==> config.mk <==
export PLATFORM = sky130hd
export DESIGN_NAME = infix_expression_evaluator_top_flat
export DESIGN_NICKNAME = d
export VERILOG_FILES = /design/src/design/iee_pkg.sv /design/src/design/iee_stream_if.sv /design/src/design/iee_divider.sv /design/src/design/iee_datapath.sv /design/src/design/iee_controller.sv /design/src/design/infix_expression_evaluator_top.sv /design/src/flat_wrapper.sv
export SDC_FILE = /design/constraint.sdc
export NUM_CORES = 2
export LEC_CHECK = 0
export BUFFER_PORTS_ARGS = -buffer_cell sky130_fd_sc_hd__buf_2
export CAP_MARGIN = 20
export CORE_ASPECT_RATIO = 1.1
export CORE_UTILIZATION = 51
export DETAILED_ROUTE_END_ITERATION = 10
export GPL_TIMING_DRIVEN = 0
export PLACE_DENSITY_LB_ADDON = 0.25
export SYNTH_ARGS = -nofsm -noshare
export SYNTH_HDL_FRONTEND = slang
export SYNTH_HIERARCHICAL = 1
export SYNTH_SLANG_ARGS = --single-unit
==> constraint.sdc <==
create_clock -name clk_i -period 8.73 [get_ports clk_i]
set_input_delay 2.619 -clock clk_i [delete_from_list [all_inputs] [get_ports clk_i]]
set_output_delay 2.619 -clock clk_i [all_outputs]
set_load 0.01 [all_outputs]
==> src/design/iee_pkg.sv <==
// Package for the infix expression evaluator: operator codes, error codes,
// controller/datapath command and status structs. No dependencies.
`timescale 1ns / 1ps
`default_nettype none
package iee_pkg;

  localparam logic [2:0] OPC_ADD  = 3'd0;
  localparam logic [2:0] OPC_SUB  = 3'd1;
  localparam logic [2:0] OPC_MUL  = 3'd2;
  localparam logic [2:0] OPC_DIV  = 3'd3;
  localparam logic [2:0] OPC_LPAR = 3'd4;

  localparam logic [1:0] ERR_NONE = 2'd0;
  localparam logic [1:0] ERR_DIV0 = 2'd1;
  localparam logic [1:0] ERR_OVF  = 2'd2;
  localparam logic [1:0] ERR_MALF = 2'd3;

  localparam logic [7:0] CH_0     = 8'h30;
  localparam logic [7:0] CH_9     = 8'h39;
  localparam logic [7:0] CH_PLUS  = 8'h2B;
  localparam logic [7:0] CH_MINUS = 8'h2D;
  localparam logic [7:0] CH_STAR  = 8'h2A;
  localparam logic [7:0] CH_SLASH = 8'h2F;
  localparam logic [7:0] CH_LPAR  = 8'h28;
  localparam logic [7:0] CH_RPAR  = 8'h29;

  // datapath commands
  typedef struct packed {
    logic       take_char;   // latch char on transfer
    logic       digit;       // accumulate digit
    logic       flush;       // push number if any
    logic       push_op;     // push op_code
    logic       pop_op;      // drop top operator
    logic       ld_top;      // read top operator
    logic       alu_start;   // apply operator to two top values
    logic       set_err;
    logic [1:0] err;
    logic [2:0] op_code;
    logic       clear;       // back to reset state
  } iee_cmd_t;

  typedef struct packed {
    logic       err_set;
    logic       op_empty;
    logic       op_full;
    logic [2:0] op_top;
    logic       alu_busy;
    logic       alu_done;
    logic       val_one;
  } iee_sts_t;

  function automatic logic [1:0] prec(input logic [2:0] op);
    return (op == OPC_MUL || op == OPC_DIV) ? 2'd2 : 2'd1;
  endfunction

endpackage
`default_nettype wire

==> src/design/iee_stream_if.sv <==
// Valid/ready stream interfaces for input characters and results.
// Uses no package.
`timescale 1ns / 1ps
`default_nettype none
interface iee_in_if;
  logic       valid;
  logic       ready;
  logic [7:0] char_in;
  logic       last_char;
  modport source (output valid, char_in, last_char, input ready);
  modport sink   (input valid, char_in, last_char, output ready);
endinterface

interface iee_out_if;
  logic               valid;
  logic               ready;
  logic signed [31:0] result_value;
  logic [1:0]         error_code;
  modport source (output valid, result_value, error_code, input ready);
  modport sink   (input valid, result_value, error_code, output ready);
endinterface
`default_nettype wire

==> src/design/iee_divider.sv <==
// Iterative signed divider, one quotient bit per cycle, truncating toward zero.
// Depends on nothing.
`timescale 1ns / 1ps
`default_nettype none
module iee_divider (
  input  wire logic        clk_i,
  input  wire logic        rst_ni,
  input  wire logic        start_i,
  input  wire logic [31:0] dividend_i,
  input  wire logic [31:0] divisor_i,
  output logic             busy_o,
  output logic             done_o,
  output logic [31:0]      quotient_o
);
  logic [31:0] rem_q, rem_d, quo_q, quo_d, dvs_q, dvs_d;
  logic [5:0]  cnt_q, cnt_d;
  logic        neg_q, neg_d, busy_q, busy_d, done_q, done_d;
  logic [32:0] trial;
  logic [31:0] shifted;

  always_comb begin
    rem_d = rem_q; quo_d = quo_q; dvs_d = dvs_q; cnt_d = cnt_q;
    neg_d = neg_q; busy_d = busy_q; done_d = 1'b0;
    shifted = {rem_q[30:0], quo_q[31]};
    trial = {1'b0, shifted} - {1'b0, dvs_q};
    if (start_i) begin
      rem_d  = '0;
      quo_d  = dividend_i[31] ? 32'(-dividend_i) : dividend_i;
      dvs_d  = divisor_i[31] ? 32'(-divisor_i) : divisor_i;
      neg_d  = dividend_i[31] ^ divisor_i[31];
      cnt_d  = 6'd32;
      busy_d = 1'b1;
    end else if (busy_q) begin
      if (!trial[32]) begin
        rem_d = trial[31:0];
        quo_d = {quo_q[30:0], 1'b1};
      end else begin
        rem_d = shifted;
        quo_d = {quo_q[30:0], 1'b0};
      end
      cnt_d = cnt_q - 6'd1;
      if (cnt_q == 6'd1) begin
        busy_d = 1'b0;
        done_d = 1'b1;
      end
    end
  end

  always_ff @(posedge clk_i or negedge rst_ni) begin
    if (!rst_ni) begin
      busy_q <= 1'b0;
      done_q <= 1'b0;
      cnt_q  <= '0;
    end else begin
      busy_q <= busy_d;
      done_q <= done_d;
      cnt_q  <= cnt_d;
    end
  end

  always_ff @(posedge clk_i) begin
    rem_q <= rem_d;
    quo_q <= quo_d;
    dvs_q <= dvs_d;
    neg_q <= neg_d;
  end

  assign busy_o     = busy_q;
  assign done_o     = done_q;
  assign quotient_o = neg_q ? 32'(-quo_q) : quo_q;
endmodule
`default_nettype wire

==> src/design/iee_datapath.sv <==
// Datapath: number accumulator, operator and value stacks, ALU, sticky error.
// Depends on iee_pkg and iee_divider.
`timescale 1ns / 1ps
`default_nettype none
module iee_datapath #(
  parameter int OP_DEPTH    = 32,
  parameter int VALUE_DEPTH = 32
) (
  input  wire logic            clk_i,
  input  wire logic            rst_ni,
  input  wire iee_pkg::iee_cmd_t cmd_i,
  input  wire logic [7:0]      char_i,
  output iee_pkg::iee_sts_t    sts_o,
  output logic [31:0]          value_o,
  output logic [1:0]           err_o
);
  localparam int OW = $clog2(OP_DEPTH + 1);
  localparam int VW = $clog2(VALUE_DEPTH + 1);
  localparam int OA = (OP_DEPTH > 1) ? $clog2(OP_DEPTH) : 1;
  localparam int VA = (VALUE_DEPTH > 1) ? $clog2(VALUE_DEPTH) : 1;

  logic [2:0]  op_mem [OP_DEPTH];
  logic [31:0] val_mem [VALUE_DEPTH];
  logic [OW-1:0] opc_q;
  logic [VW-1:0] vc_q;
  logic [31:0] acc_q, a_q, b_q, bottom_q, prod_q;
  logic        innum_q;
  logic [1:0]  err_q;
  logic [2:0]  top_q, alu_op_q;
  logic [7:0]  ch_q;
  logic [1:0]  alu_ph_q;   // 1: read operands, 2: compute, 3: write
  logic [31:0] alu_res;
  logic        div_start, div_busy, div_done;
  logic        div_special, div_wait;
  logic [31:0] div_q;
  logic        push_val;
  logic [31:0] push_data;
  logic        err_ok;

  assign err_ok = (err_q == iee_pkg::ERR_NONE);

  iee_divider u_div (
    .clk_i, .rst_ni, .start_i(div_start), .dividend_i(b_q), .divisor_i(a_q),
    .busy_o(div_busy), .done_o(div_done), .quotient_o(div_q)
  );

  // most negative value over minus one wraps to itself
  assign div_special = (b_q == 32'h8000_0000) && (a_q == 32'hFFFF_FFFF);
  assign div_wait    = (alu_op_q == iee_pkg::OPC_DIV) && (a_q != 32'd0) && !div_special;

  // start the divider once, on the first compute cycle
  assign div_start = (alu_ph_q == 2'd2) && div_wait && err_ok && !div_busy && !div_done;

  always_comb begin
    unique case (alu_op_q)
      iee_pkg::OPC_ADD: alu_res = b_q + a_q;
      iee_pkg::OPC_SUB: alu_res = b_q - a_q;
      iee_pkg::OPC_MUL: alu_res = prod_q;
      default:          alu_res = div_special ? b_q : div_q;
    endcase
  end

  // number flush push, or ALU result push
  always_comb begin
    push_val  = 1'b0;
    push_data = acc_q;
    if (cmd_i.flush && innum_q) push_val = 1'b1;
    else if (alu_ph_q == 2'd3) begin
      push_val  = 1'b1;
      push_data = alu_res;
    end
  end

  always_ff @(posedge clk_i or negedge rst_ni) begin
    if (!rst_ni) begin
      opc_q <= '0; vc_q <= '0; acc_q <= '0; innum_q <= 1'b0;
      err_q <= iee_pkg::ERR_NONE; alu_ph_q <= 2'd0;
    end else if (cmd_i.clear) begin
      opc_q <= '0; vc_q <= '0; acc_q <= '0; innum_q <= 1'b0;
      err_q <= iee_pkg::ERR_NONE; alu_ph_q <= 2'd0;
    end else begin
      if (cmd_i.digit) begin
        acc_q   <= 32'((acc_q << 3) + (acc_q << 1) + {24'd0, ch_q - iee_pkg::CH_0});
        innum_q <= 1'b1;
      end
      if (cmd_i.set_err && err_ok) err_q <= cmd_i.err;
      if (cmd_i.pop_op) opc_q <= opc_q - OW'(1);
      if (cmd_i.push_op && err_ok) begin
        if (opc_q >= OW'(OP_DEPTH)) err_q <= iee_pkg::ERR_OVF;
        else opc_q <= opc_q + OW'(1);
      end
      if (cmd_i.flush && innum_q) begin
        acc_q <= '0; innum_q <= 1'b0;
      end
      // ALU sequence
      unique case (alu_ph_q)
        2'd0: if (cmd_i.alu_start && err_ok) begin
          if (vc_q < VW'(2)) err_q <= iee_pkg::ERR_MALF;
          else alu_ph_q <= 2'd1;
        end
        2'd1: begin
          vc_q <= vc_q - VW'(2);
          alu_ph_q <= 2'd2;
        end
        2'd2: begin
          if (alu_op_q == iee_pkg::OPC_DIV && a_q == 32'd0) begin
            err_q <= iee_pkg::ERR_DIV0; alu_ph_q <= 2'd0;
          end else if (!div_wait) alu_ph_q <= 2'd3;
        end
        default: alu_ph_q <= 2'd0;
      endcase
      if (alu_ph_q == 2'd2 && div_done) alu_ph_q <= 2'd3;
      if (push_val && err_ok) begin
        if (vc_q >= VW'(VALUE_DEPTH)) err_q <= iee_pkg::ERR_OVF;
        else vc_q <= vc_q + VW'(1);
      end
    end
  end

  // stack memories, operand registers and the character and operator latches
  always_ff @(posedge clk_i) begin
    if (cmd_i.take_char) ch_q <= char_i;
    if (alu_ph_q == 2'd0 && cmd_i.alu_start) alu_op_q <= top_q;
    if (cmd_i.push_op && err_ok && opc_q < OW'(OP_DEPTH))
      op_mem[opc_q[OA-1:0]] <= cmd_i.op_code;
    if (cmd_i.ld_top) top_q <= op_mem[OA'(opc_q - OW'(1))];
    if (push_val && err_ok && vc_q < VW'(VALUE_DEPTH))
      val_mem[vc_q[VA-1:0]] <= push_data;
    if (alu_ph_q == 2'd0) a_q <= val_mem[VA'(vc_q - VW'(1))];
    if (alu_ph_q == 2'd1) b_q <= val_mem[VA'(vc_q - VW'(2))];
    if (alu_ph_q == 2'd2) prod_q <= 32'(b_q * a_q);
    bottom_q <= val_mem[0];
  end

  // a_q read in phase 0 is valid once phase 1 starts; b_q ready by phase 2
  assign sts_o.err_set  = !err_ok;
  assign sts_o.op_empty = (opc_q == '0);
  assign sts_o.op_full  = (opc_q >= OW'(OP_DEPTH));
  assign sts_o.op_top   = top_q;
  assign sts_o.alu_busy = (alu_ph_q != 2'd0) || div_busy;
  assign sts_o.alu_done = 1'b0;
  assign sts_o.val_one  = (vc_q == VW'(1));
  assign value_o = bottom_q;
  assign err_o   = err_q;
endmodule
`default_nettype wire

==> src/design/iee_controller.sv <==
// Controller FSM: decodes characters, sequences stack pops and ALU steps.
// Depends on iee_pkg.
`timescale 1ns / 1ps
`default_nettype none
module iee_controller (
  input  wire logic              clk_i,
  input  wire logic              rst_ni,
  input  wire logic              in_valid_i,
  output logic                   in_ready_o,
  input  wire logic [7:0]        char_i,
  input  wire logic              last_i,
  output logic                   out_valid_o,
  input  wire logic              out_ready_o_i,
  output iee_pkg::iee_cmd_t      cmd_o,
  input  wire iee_pkg::iee_sts_t sts_i,
  output logic                   cap_o
);
  localparam logic [3:0] S_IDLE  = 4'd0;
  localparam logic [3:0] S_DEC   = 4'd1;
  localparam logic [3:0] S_RTOP  = 4'd2;
  localparam logic [3:0] S_RCHK  = 4'd3;
  localparam logic [3:0] S_OTOP  = 4'd4;
  localparam logic [3:0] S_OCHK  = 4'd5;
  localparam logic [3:0] S_ALU   = 4'd6;
  localparam logic [3:0] S_ETOP  = 4'd7;
  localparam logic [3:0] S_ECHK  = 4'd8;
  localparam logic [3:0] S_FIN   = 4'd9;
  localparam logic [3:0] S_OUT   = 4'd10;
  localparam logic [3:0] S_WAIT  = 4'd11;

  logic [3:0] st_q, st_d, ret_q, ret_d;
  logic [7:0] ch_q;
  logic       last_q;
  logic [2:0] op_q;
  logic       is_op;
  logic [2:0] op_enc;

  always_comb begin
    is_op  = 1'b1;
    op_enc = iee_pkg::OPC_DIV;
    priority if (ch_q == iee_pkg::CH_PLUS)  op_enc = iee_pkg::OPC_ADD;
    else if (ch_q == iee_pkg::CH_MINUS) op_enc = iee_pkg::OPC_SUB;
    else if (ch_q == iee_pkg::CH_STAR)  op_enc = iee_pkg::OPC_MUL;
    else if (ch_q == iee_pkg::CH_SLASH) op_enc = iee_pkg::OPC_DIV;
    else is_op = 1'b0;
  end

  always_comb begin
    st_d  = st_q;
    ret_d = ret_q;
    cmd_o = '0;
    cmd_o.op_code = op_q;
    in_ready_o  = (st_q == S_IDLE);
    out_valid_o = (st_q == S_OUT);
    cmd_o.take_char = in_ready_o && in_valid_i;
    cap_o = 1'b0;
    unique case (st_q)
      S_IDLE: if (in_valid_i) st_d = S_DEC;
      S_DEC: begin
        st_d = last_q ? S_FIN : S_IDLE;
        if (!sts_i.err_set) begin
          if (ch_q >= iee_pkg::CH_0 && ch_q <= iee_pkg::CH_9) cmd_o.digit = 1'b1;
          else begin
            cmd_o.flush = 1'b1;
            if (ch_q == iee_pkg::CH_LPAR) begin
              cmd_o.push_op = 1'b1; cmd_o.op_code = iee_pkg::OPC_LPAR;
            end else if (ch_q == iee_pkg::CH_RPAR) begin
              cmd_o.ld_top = 1'b1; st_d = S_RCHK;
            end else if (is_op) begin
              cmd_o.ld_top = 1'b1; st_d = S_OCHK;
            end
          end
        end
      end
      S_RTOP: begin cmd_o.ld_top = 1'b1; st_d = S_RCHK; end
      S_RCHK: begin
        if (sts_i.err_set) st_d = last_q ? S_FIN : S_IDLE;
        else if (sts_i.op_empty) begin
          cmd_o.set_err = 1'b1; cmd_o.err = iee_pkg::ERR_MALF;
          st_d = last_q ? S_FIN : S_IDLE;
        end else begin
          cmd_o.pop_op = 1'b1;
          if (sts_i.op_top == iee_pkg::OPC_LPAR) st_d = last_q ? S_FIN : S_IDLE;
          else begin cmd_o.alu_start = 1'b1; ret_d = S_RTOP; st_d = S_ALU; end
        end
      end
      S_OTOP: begin cmd_o.ld_top = 1'b1; st_d = S_OCHK; end
      S_OCHK: begin
        if (!sts_i.err_set && !sts_i.op_empty && sts_i.op_top != iee_pkg::OPC_LPAR
            && iee_pkg::prec(sts_i.op_top) >= iee_pkg::prec(op_q)) begin
          cmd_o.pop_op = 1'b1; cmd_o.alu_start = 1'b1;
          ret_d = S_OTOP; st_d = S_ALU;
        end else begin
          cmd_o.push_op = 1'b1;
          st_d = last_q ? S_FIN : S_IDLE;
        end
      end
      S_ALU: if (!sts_i.alu_busy) st_d = ret_q;
      S_FIN: begin
        cmd_o.flush = 1'b1; cmd_o.ld_top = 1'b1; st_d = S_ECHK;
      end
      S_ETOP: begin cmd_o.ld_top = 1'b1; st_d = S_ECHK; end
      S_ECHK: begin
        if (sts_i.err_set) st_d = S_WAIT;
        else if (sts_i.op_empty) begin
          if (!sts_i.val_one) begin
            cmd_o.set_err = 1'b1; cmd_o.err = iee_pkg::ERR_MALF;
          end
          st_d = S_WAIT;
        end else begin
          cmd_o.pop_op = 1'b1;
          if (sts_i.op_top == iee_pkg::OPC_LPAR) begin
            cmd_o.set_err = 1'b1; cmd_o.err = iee_pkg::ERR_MALF; st_d = S_WAIT;
          end else begin cmd_o.alu_start = 1'b1; ret_d = S_ETOP; st_d = S_ALU; end
        end
      end
      S_WAIT: begin cap_o = 1'b1; st_d = S_OUT; end
      S_OUT: if (out_ready_o_i) begin cmd_o.clear = 1'b1; st_d = S_IDLE; end
      default: st_d = S_IDLE;
    endcase
    // an end-of-input ALU return with the error set skips the stack top re-read
    if (st_q == S_ALU && !sts_i.alu_busy && ret_q == S_ETOP && sts_i.err_set) st_d = S_WAIT;
  end

  always_ff @(posedge clk_i or negedge rst_ni) begin
    if (!rst_ni) begin
      st_q  <= S_IDLE;
      ret_q <= S_IDLE;
    end else begin
      st_q  <= st_d;
      ret_q <= ret_d;
    end
  end

  always_ff @(posedge clk_i) begin
    if (cmd_o.take_char) begin
      ch_q   <= char_i;
      last_q <= last_i;
    end
    if (st_q == S_DEC) op_q <= op_enc;
  end
endmodule
`default_nettype wire

==> src/design/infix_expression_evaluator_top.sv <==
// Channel  Dir  Payload
// in_s     in   char_in[7:0], last_char
// out_m    out  result_value[31:0] signed, error_code[1:0]
//
// Each character is taken in S_IDLE and decoded in S_DEC; no new one is
// taken until it is handled. ")", an operator and the last character may
// also pop operators, each through the ALU phases; a divide waits on the
// iterative 1-bit-per-cycle divider. The result waits in its register until
// taken; no input is taken meanwhile. Reset is asynchronous and clears all
// control state; stacks need no clearing.
// Depends on iee_pkg, iee_stream_if, iee_controller, iee_datapath.
`timescale 1ns / 1ps
`default_nettype none
module infix_expression_evaluator_top #(
  parameter int OP_DEPTH    = 32,
  parameter int VALUE_DEPTH = 32
) (
  input  wire logic clk_i,
  input  wire logic rst_ni,
  iee_in_if.sink    in_s,
  iee_out_if.source out_m
);
  iee_pkg::iee_cmd_t cmd;
  iee_pkg::iee_sts_t sts;
  logic [31:0] value;
  logic [1:0]  err;
  logic        cap;
  logic signed [31:0] res_q;
  logic [1:0]  code_q;

  iee_controller u_ctrl (
    .clk_i, .rst_ni,
    .in_valid_i(in_s.valid), .in_ready_o(in_s.ready),
    .char_i(in_s.char_in), .last_i(in_s.last_char),
    .out_valid_o(out_m.valid), .out_ready_o_i(out_m.ready),
    .cmd_o(cmd), .sts_i(sts), .cap_o(cap)
  );

  iee_datapath #(.OP_DEPTH(OP_DEPTH), .VALUE_DEPTH(VALUE_DEPTH)) u_dp (
    .clk_i, .rst_ni, .cmd_i(cmd), .char_i(in_s.char_in),
    .sts_o(sts), .value_o(value), .err_o(err)
  );

  always_ff @(posedge clk_i) begin
    if (cap) begin
      res_q  <= (err == iee_pkg::ERR_NONE) ? value : 32'sd0;
      code_q <= err;
    end
  end

  assign out_m.result_value = res_q;
  assign out_m.error_code   = code_q;
endmodule
`default_nettype wire

==> src/flat_wrapper.sv <==
// flat-port wrapper written by rule: the top's interface ports become plain ports
module infix_expression_evaluator_top_flat 
#(
  parameter int OP_DEPTH    = 32,
  parameter int VALUE_DEPTH = 32
)
  (clk_i, rst_ni, in_s_valid, in_s_char_in, in_s_last_char, in_s_ready, out_m_valid, out_m_result_value, out_m_error_code, out_m_ready);
  iee_in_if in_s_i ();
  iee_out_if out_m_i ();
  input  wire logic clk_i;
  input  wire logic rst_ni;
  input wire logic [$bits(in_s_i.valid)-1:0] in_s_valid;
  input wire logic [$bits(in_s_i.char_in)-1:0] in_s_char_in;
  input wire logic [$bits(in_s_i.last_char)-1:0] in_s_last_char;
  output wire logic [$bits(in_s_i.ready)-1:0] in_s_ready;
  output wire logic [$bits(out_m_i.valid)-1:0] out_m_valid;
  output wire logic [$bits(out_m_i.result_value)-1:0] out_m_result_value;
  output wire logic [$bits(out_m_i.error_code)-1:0] out_m_error_code;
  input wire logic [$bits(out_m_i.ready)-1:0] out_m_ready;
  assign in_s_i.valid = in_s_valid;
  assign in_s_i.char_in = in_s_char_in;
  assign in_s_i.last_char = in_s_last_char;
  assign in_s_ready = in_s_i.ready;
  assign out_m_valid = out_m_i.valid;
  assign out_m_result_value = out_m_i.result_value;
  assign out_m_error_code = out_m_i.error_code;
  assign out_m_i.ready = out_m_ready;
  infix_expression_evaluator_top #(.OP_DEPTH(OP_DEPTH), .VALUE_DEPTH(VALUE_DEPTH)) u_core (.clk_i(clk_i), .rst_ni(rst_ni), .in_s(in_s_i), .out_m(out_m_i));
endmodule
=== Word-level counts from Yosys, hierarchy flattened ===
Memories as Yosys holds them, arrays and structs flattened. A register that Yosys moved wholly into a read port is not among the register bits.
Cells that the tools add are included.

* Flip-flop bits (word level): 242
* Bits in writable memories: 1120
* Output and inout bits: 36
* Logic and storage cells: 275
* Memories: 2

{| class="wikitable"
|+ Memory list
! name !! words !! bits a word !! rd ports !! clocked after memory_dff !! wr ports !! line !! text
|-
| u_core.u_dp.val_mem || 32 || 32 || 3 || 3 || 1 || iee_datapath.sv:23 || <nowiki>logic [31:0] val_mem [VALUE_DEPTH];</nowiki>
|-
| u_core.u_dp.op_mem || 32 || 3 || 1 || 1 || 1 || iee_datapath.sv:22 || <nowiki>logic [2:0] op_mem [OP_DEPTH];</nowiki>
|}

* Add/subtract/negate cells: 15
* $mul: 1
* $lt $le $gt $ge: 8
* Equal/unequal tests: 47
* Mux-type cells: 125
* Bitwise operators: 1
* Reduce and logical (&&, ||, !) cells: 52

{| class="wikitable"
|+ Operators by type and width
! operator !! number
|-
| 32-bit 2-to-1 mux || 10
|-
| 4-bit 2-to-1 mux || 26
|-
| 32-bit negator || 3
|-
| 32-bit one-hot mux with 3 select lines || 1
|-
| 32-bit adder || 2
|-
| 32-bit equality test, second input constant || 2
|-
| 31-bit 2-to-1 mux || 2
|-
| 6-bit 2-to-1 mux || 10
|-
| 8-bit by 6-bit equality test with 1-bit output, second input constant || 6
|-
| 4-bit one-hot mux with 11 select lines || 1
|-
| 1-bit 2-to-1 mux || 39
|-
| 2-bit 2-to-1 mux || 18
|-
| 32-bit by 32-bit subtractor with 33-bit output || 1
|-
| 32-bit by 8-bit adder with 32-bit output || 1
|-
| 32-bit zero test || 1
|-
| 32-bit by 32-bit multiplier with 32-bit output || 1
|-
| 32-bit nonzero test || 1
|-
| 32-bit subtractor || 1
|-
| 3-bit 2-to-1 mux || 9
|-
| 1-bit logical AND || 25
|-
| 4-bit by 3-bit equality test with 1-bit output, second input constant || 5
|-
| 3-bit by 2-bit equality test with 1-bit output, second input constant || 6
|-
| 4-bit equality test, second input constant || 4
|-
| 2-bit != test, second input constant || 7
|-
| other kinds (42) || 67
|}

=== Depth between registers and ports, before layout ===
* Word-level depth: 15
* Depth in mapped cells: 28

=== By module ===
Netlist, hierarchy kept.

{| class="wikitable"
|+ Modules (own cells, without submodules)
! module !! times used !! cells an instance !! area an instance (um^2) !! seq. area each (um^2)
|-
| iee_datapath || 1 || 5004 || 77998.6 || 38802.2
|-
| iee_divider || 1 || 904 || 7871.3 || 2772.7
|-
| infix_expression_evaluator_top || 1 || 72 || 1478.9 || 1021.0
|-
| iee_controller || 1 || 138 || 1257.5 || 505.5
|}

=== Worst setup path after synthesis ===
OpenSTA, ideal clock, no wires.

* Path type: register to register
* Start point: register u_core.u_dp.b_q[13] (read register of u_core.u_dp.val_mem)
* End point: register u_core.u_dp.prod_q[31] (data pin)
* Setup time: 0.260 ns
* Arrival time: 6.982 ns
* Required time: 8.470 ns
* Slack: 1.488 ns
* Stages on the path, launching flop included: 26
* Buffers on the path: 2
* Period minus slack after synthesis: 7.242 ns
* Cell sequence: edfxtp_1 > clkbuf_1 > clkbuf_1 > and2_1 > fa_1 > fa_1 > fa_1 > inv_1 > fa_1 > inv_1 > fa_1 > inv_1 > fa_1 > inv_1 > fa_1 > fa_1 > ha_1 > a211oi_2 > nand2_1 > o221ai_1 > o221ai_2 > o41ai_2 > o21a_1 > nor2_1 > a311oi_2 > xnor2_1

* Word-level cells in the longest chain between the ends: 1

{| class="wikitable"
|+ RTL lines
! item !! line !! text
|-
| start: declaration || iee_datapath.sv:26 || <nowiki>logic [31:0] acc_q, a_q, b_q, bottom_q, prod_q;</nowiki>
|-
| 32-bit by 32-bit multiplier with 32-bit output || iee_datapath.sv:131 || <nowiki>if (alu_ph_q == 2'd2) prod_q <= 32'(b_q * a_q);</nowiki>
|-
| end signal: assignment || iee_datapath.sv:131 ||
|-
| end: declaration || iee_datapath.sv:26 ||
|}

Every way passes these cells.
A chain may end at the register's enable or synchronous reset.

=== Worst setup path in the final report ===
* Start point: register u_core.u_dp.a_q[7] (read register of u_core.u_dp.val_mem)
* End point: register u_core.u_dp.prod_q[31] (data pin)

* Word-level cells in the longest chain between the ends: 1

{| class="wikitable"
|+ RTL lines
! item !! line
|-
| start: declaration || iee_datapath.sv:26
|-
| 32-bit by 32-bit multiplier with 32-bit output || iee_datapath.sv:131
|}

Every way passes these cells.

==> out/qor.csv <==
stage,metric,value,unit
sta,Worst Max-Slew Pin Slew,1.21,ns
sta,maximum achievable frequency,117,MHz
placed_design,IO buf count,48,
global_routing,GRT Residual Overflow,0,
flow_run,Max Cap Viol,0,
die,Row Count,160,
finish,synthesis-to-finish area growth,11.9,%
worst_setup_path,CP Max Fanout,10,
sta,clk_skew,0.0754,ns
cts,clk slew on worst S/H paths,0.08,ns
detailed_routing,final wirelength,283000,microns
worst_setup_path,FF-to-FF End,u_core/u_dp/prod_q[31],
worst_setup_path,cells on worst reg2reg path,25,
worst_hold_path,Hold Path Class,reg -> reg,
detailed_routing,DRT iter0 DRCs,7038,
global_routing,largest net degree at the start of global routing,59,
cts,CTS max path bufs,3,
synth,Post-Syn Nets,6806,
worst_setup_path,crit path DAT,9.13,ns
worst_setup_path,Worst setup EP type,register,
cts,CTS Buf Count,152,
die,Die Span Y,439,microns
finish,FILL cells,13396,
sta,"Setup violations, final",0,
worst_hold_path,Hold Path End,u_core/u_dp/value_o[28],
cts,CTS H-tree lvls,4,
cts,CTS Root Buffer Type,clkbuf_16,
worst_setup_path,startpoint types,register,
finish,layout cells sized above 1,21.4,%
worst_setup_path,R2R Path Start,u_core/u_dp/a_q[7],
sta,Max-slew headroom,19.5,%
global_routing,number of global-route vias before repair,58486,
global_routing,Total GRT Usage,32.7,%
worst_setup_path,CP peak stage delay,0.57,ns
detailed_routing,DR pass1 iterations,8,
cts,CTS sink count,1467,
cts,CTS tree,done,
global_routing,global-route wire length before repair,406000,microns
worst_setup_path,flop-to-flop setup slack,0.17,ns
detailed_routing,DRC viols,0,
die,Top Ports,49,
sta,RSZ-0062 raised after global routing,no,
detailed_routing,Via Count,57410,
worst_setup_path,CP most frequent cell,fa_1,
placed_design,dpl ws,-0.635,ns
detailed_routing,"antenna viol nets, final",0,
sta,Final Cycle Share,98.0,%
synth,Mapped Area,0.0886,sq mm
worst_setup_path,CP required,9.30,ns
global_routing,initial antenna violation count,22,
worst_hold_path,Worst Hold Launch,u_core/u_dp/val_mem[0][28],
placed_design,DP HPWL,212000,microns
placed_design,GPL Wtd Cong,1.03,
synth,Gate Count Post-Synth,6115,
detailed_routing,vias per inst,6.51,
sta,final hold violation count,0,
cts,worst skew pair latency,0.85,ns
sta,fin worst setup slack,0.173,ns
sta,fin. max-slew vios,0,
die,Initial Utilization,51.3,%
die,Die Wd,399,microns
worst_setup_path,CP Class,reg -> reg,
status,status,completed,
cts,# hold bufs at CTS,0,
worst_hold_path,Worst Hold Depth,0,
synth,Synth Warn #,6,
sta,final worst path period need,8.56,ns
finish,Nets,7110,
die,total core area,0.173,sq mm
detailed_routing,WL/cell,32.1,microns
synth,Avg Inst Size Synth,14.5,sq um
worst_setup_path,crit path max-delay cell type,fa_1,
die,die area,0.175,sq mm
critical path: cells and delay by family, from the launching register on:
kind | cells | cell delay [ns]
AO/OA/AOI/OAI | 6 | 1.71
XOR/XNOR | 1 | 0.10
adder cells (fa/ha/maj) | 9 | 4.31
buffers and inverters | 6 | 1.13
flip-flops | 1 | 0.56
AND/OR/NAND/NOR | 3 | 0.51
per-stage QoR:
step	std cells	instance area (sq um)	utilization, %	hold slack, ns	TNS (ns)
2_1_floorplan	6115	88600	-	0.359	0
3_3_place_gp	8431	91700	53.1	0.372	-171.61
3_5_place_dp	8516	93900	54.4	0.378	-1.72
4_1_cts	8798	98900	57.3	0.394	0
5_1_grt	8814	99200	57.4	0.414	0
6_report	8819	99200	57.4	0.396	0
flip-flops by register name, indices dropped and copies added, names as in the netlist, 8 cells and up:
| name | cells |
|---|---|
| u_core/u_dp/val_mem | 1024 |
| u_core/u_dp/u_div/quo_q | 32 |
| u_core/u_dp/op_mem | 96 |
| u_core/u_dp/ch_q | 8 |
| u_core/u_ctrl/ch_q | 8 |
| u_core/u_dp/prod_q | 32 |
| u_core/u_dp/value_o | 32 |
| u_core/u_dp/u_div/dvs_q | 32 |
| u_core/u_dp/a_q | 32 |
| u_core/u_dp/u_div/rem_q | 31 |
| u_core/u_dp/acc_q | 32 |
| u_core/out_m.result_value | 32 |
| u_core/u_dp/b_q | 32 |
timing repair:
| item | in CTS | in global routing |
|---|---|---|
| endpoints found under the setup margin | 5 | 4 |
| gates resized for setup | 15 | 21 |
| buffers inserted | 3 | 13 |
cells in the final DEF, fill, tap and decap left out, drive strengths merged, types with 64 or more instances in the layout:
cell type / count
a21oi: 168
and2: 313
edfxtp: 1340
ha: 262
nor2: 277
o21ai: 162
fa: 416
clkbuf: 463
buf: 254
nand2: 447
inv: 503
mux2: 73
dfrtp: 64
xor2: 101
mux4: 664
xnor2: 196
metal layers:
metal	global-route usage (%)	share of wire [%]
met1	38.6	34
met2	55.0	50
met3	6.98	9.1
met4	19.2	6.9
met5	0	0.013
area by class of cell:
type	instances	area, sq um	area share [%]
well taps	2268	2840	2.86
clock buffers	207	4290	4.32
clock inverters	72	697	0.703
plain buffers	360	1650	1.67
inverters	498	1870	1.89
diodes	7	17.5	0.0177
repair buffers	151	2130	2.15
flip-flops and latches	1467	43100	43.5
multi-input cells	3789	42600	42.9
how the worst max path moves through the flow:
stage,slack (ns),start,to,cells after the start
detailed placement,-0.64,u_core/u_dp/a_q[5],u_core/u_dp/prod_q[31],25
finish,0.17,u_core/u_dp/a_q[7],u_core/u_dp/prod_q[31],25
global placement,-1.99,u_core/u_dp/a_q[0],u_core/u_dp/u_div/rem_q[23],15
floorplan,1.49,u_core/u_dp/b_q[13],u_core/u_dp/prod_q[31],25
global route,0.01,u_core/u_dp/a_q[7],u_core/u_dp/prod_q[31],25
CTS,0.008,u_core/u_dp/b_q[9],u_core/u_dp/prod_q[31],25
Power is not shown: default switching activity piles up to over one toggle a cycle in this logic, so the estimate is an artifact.
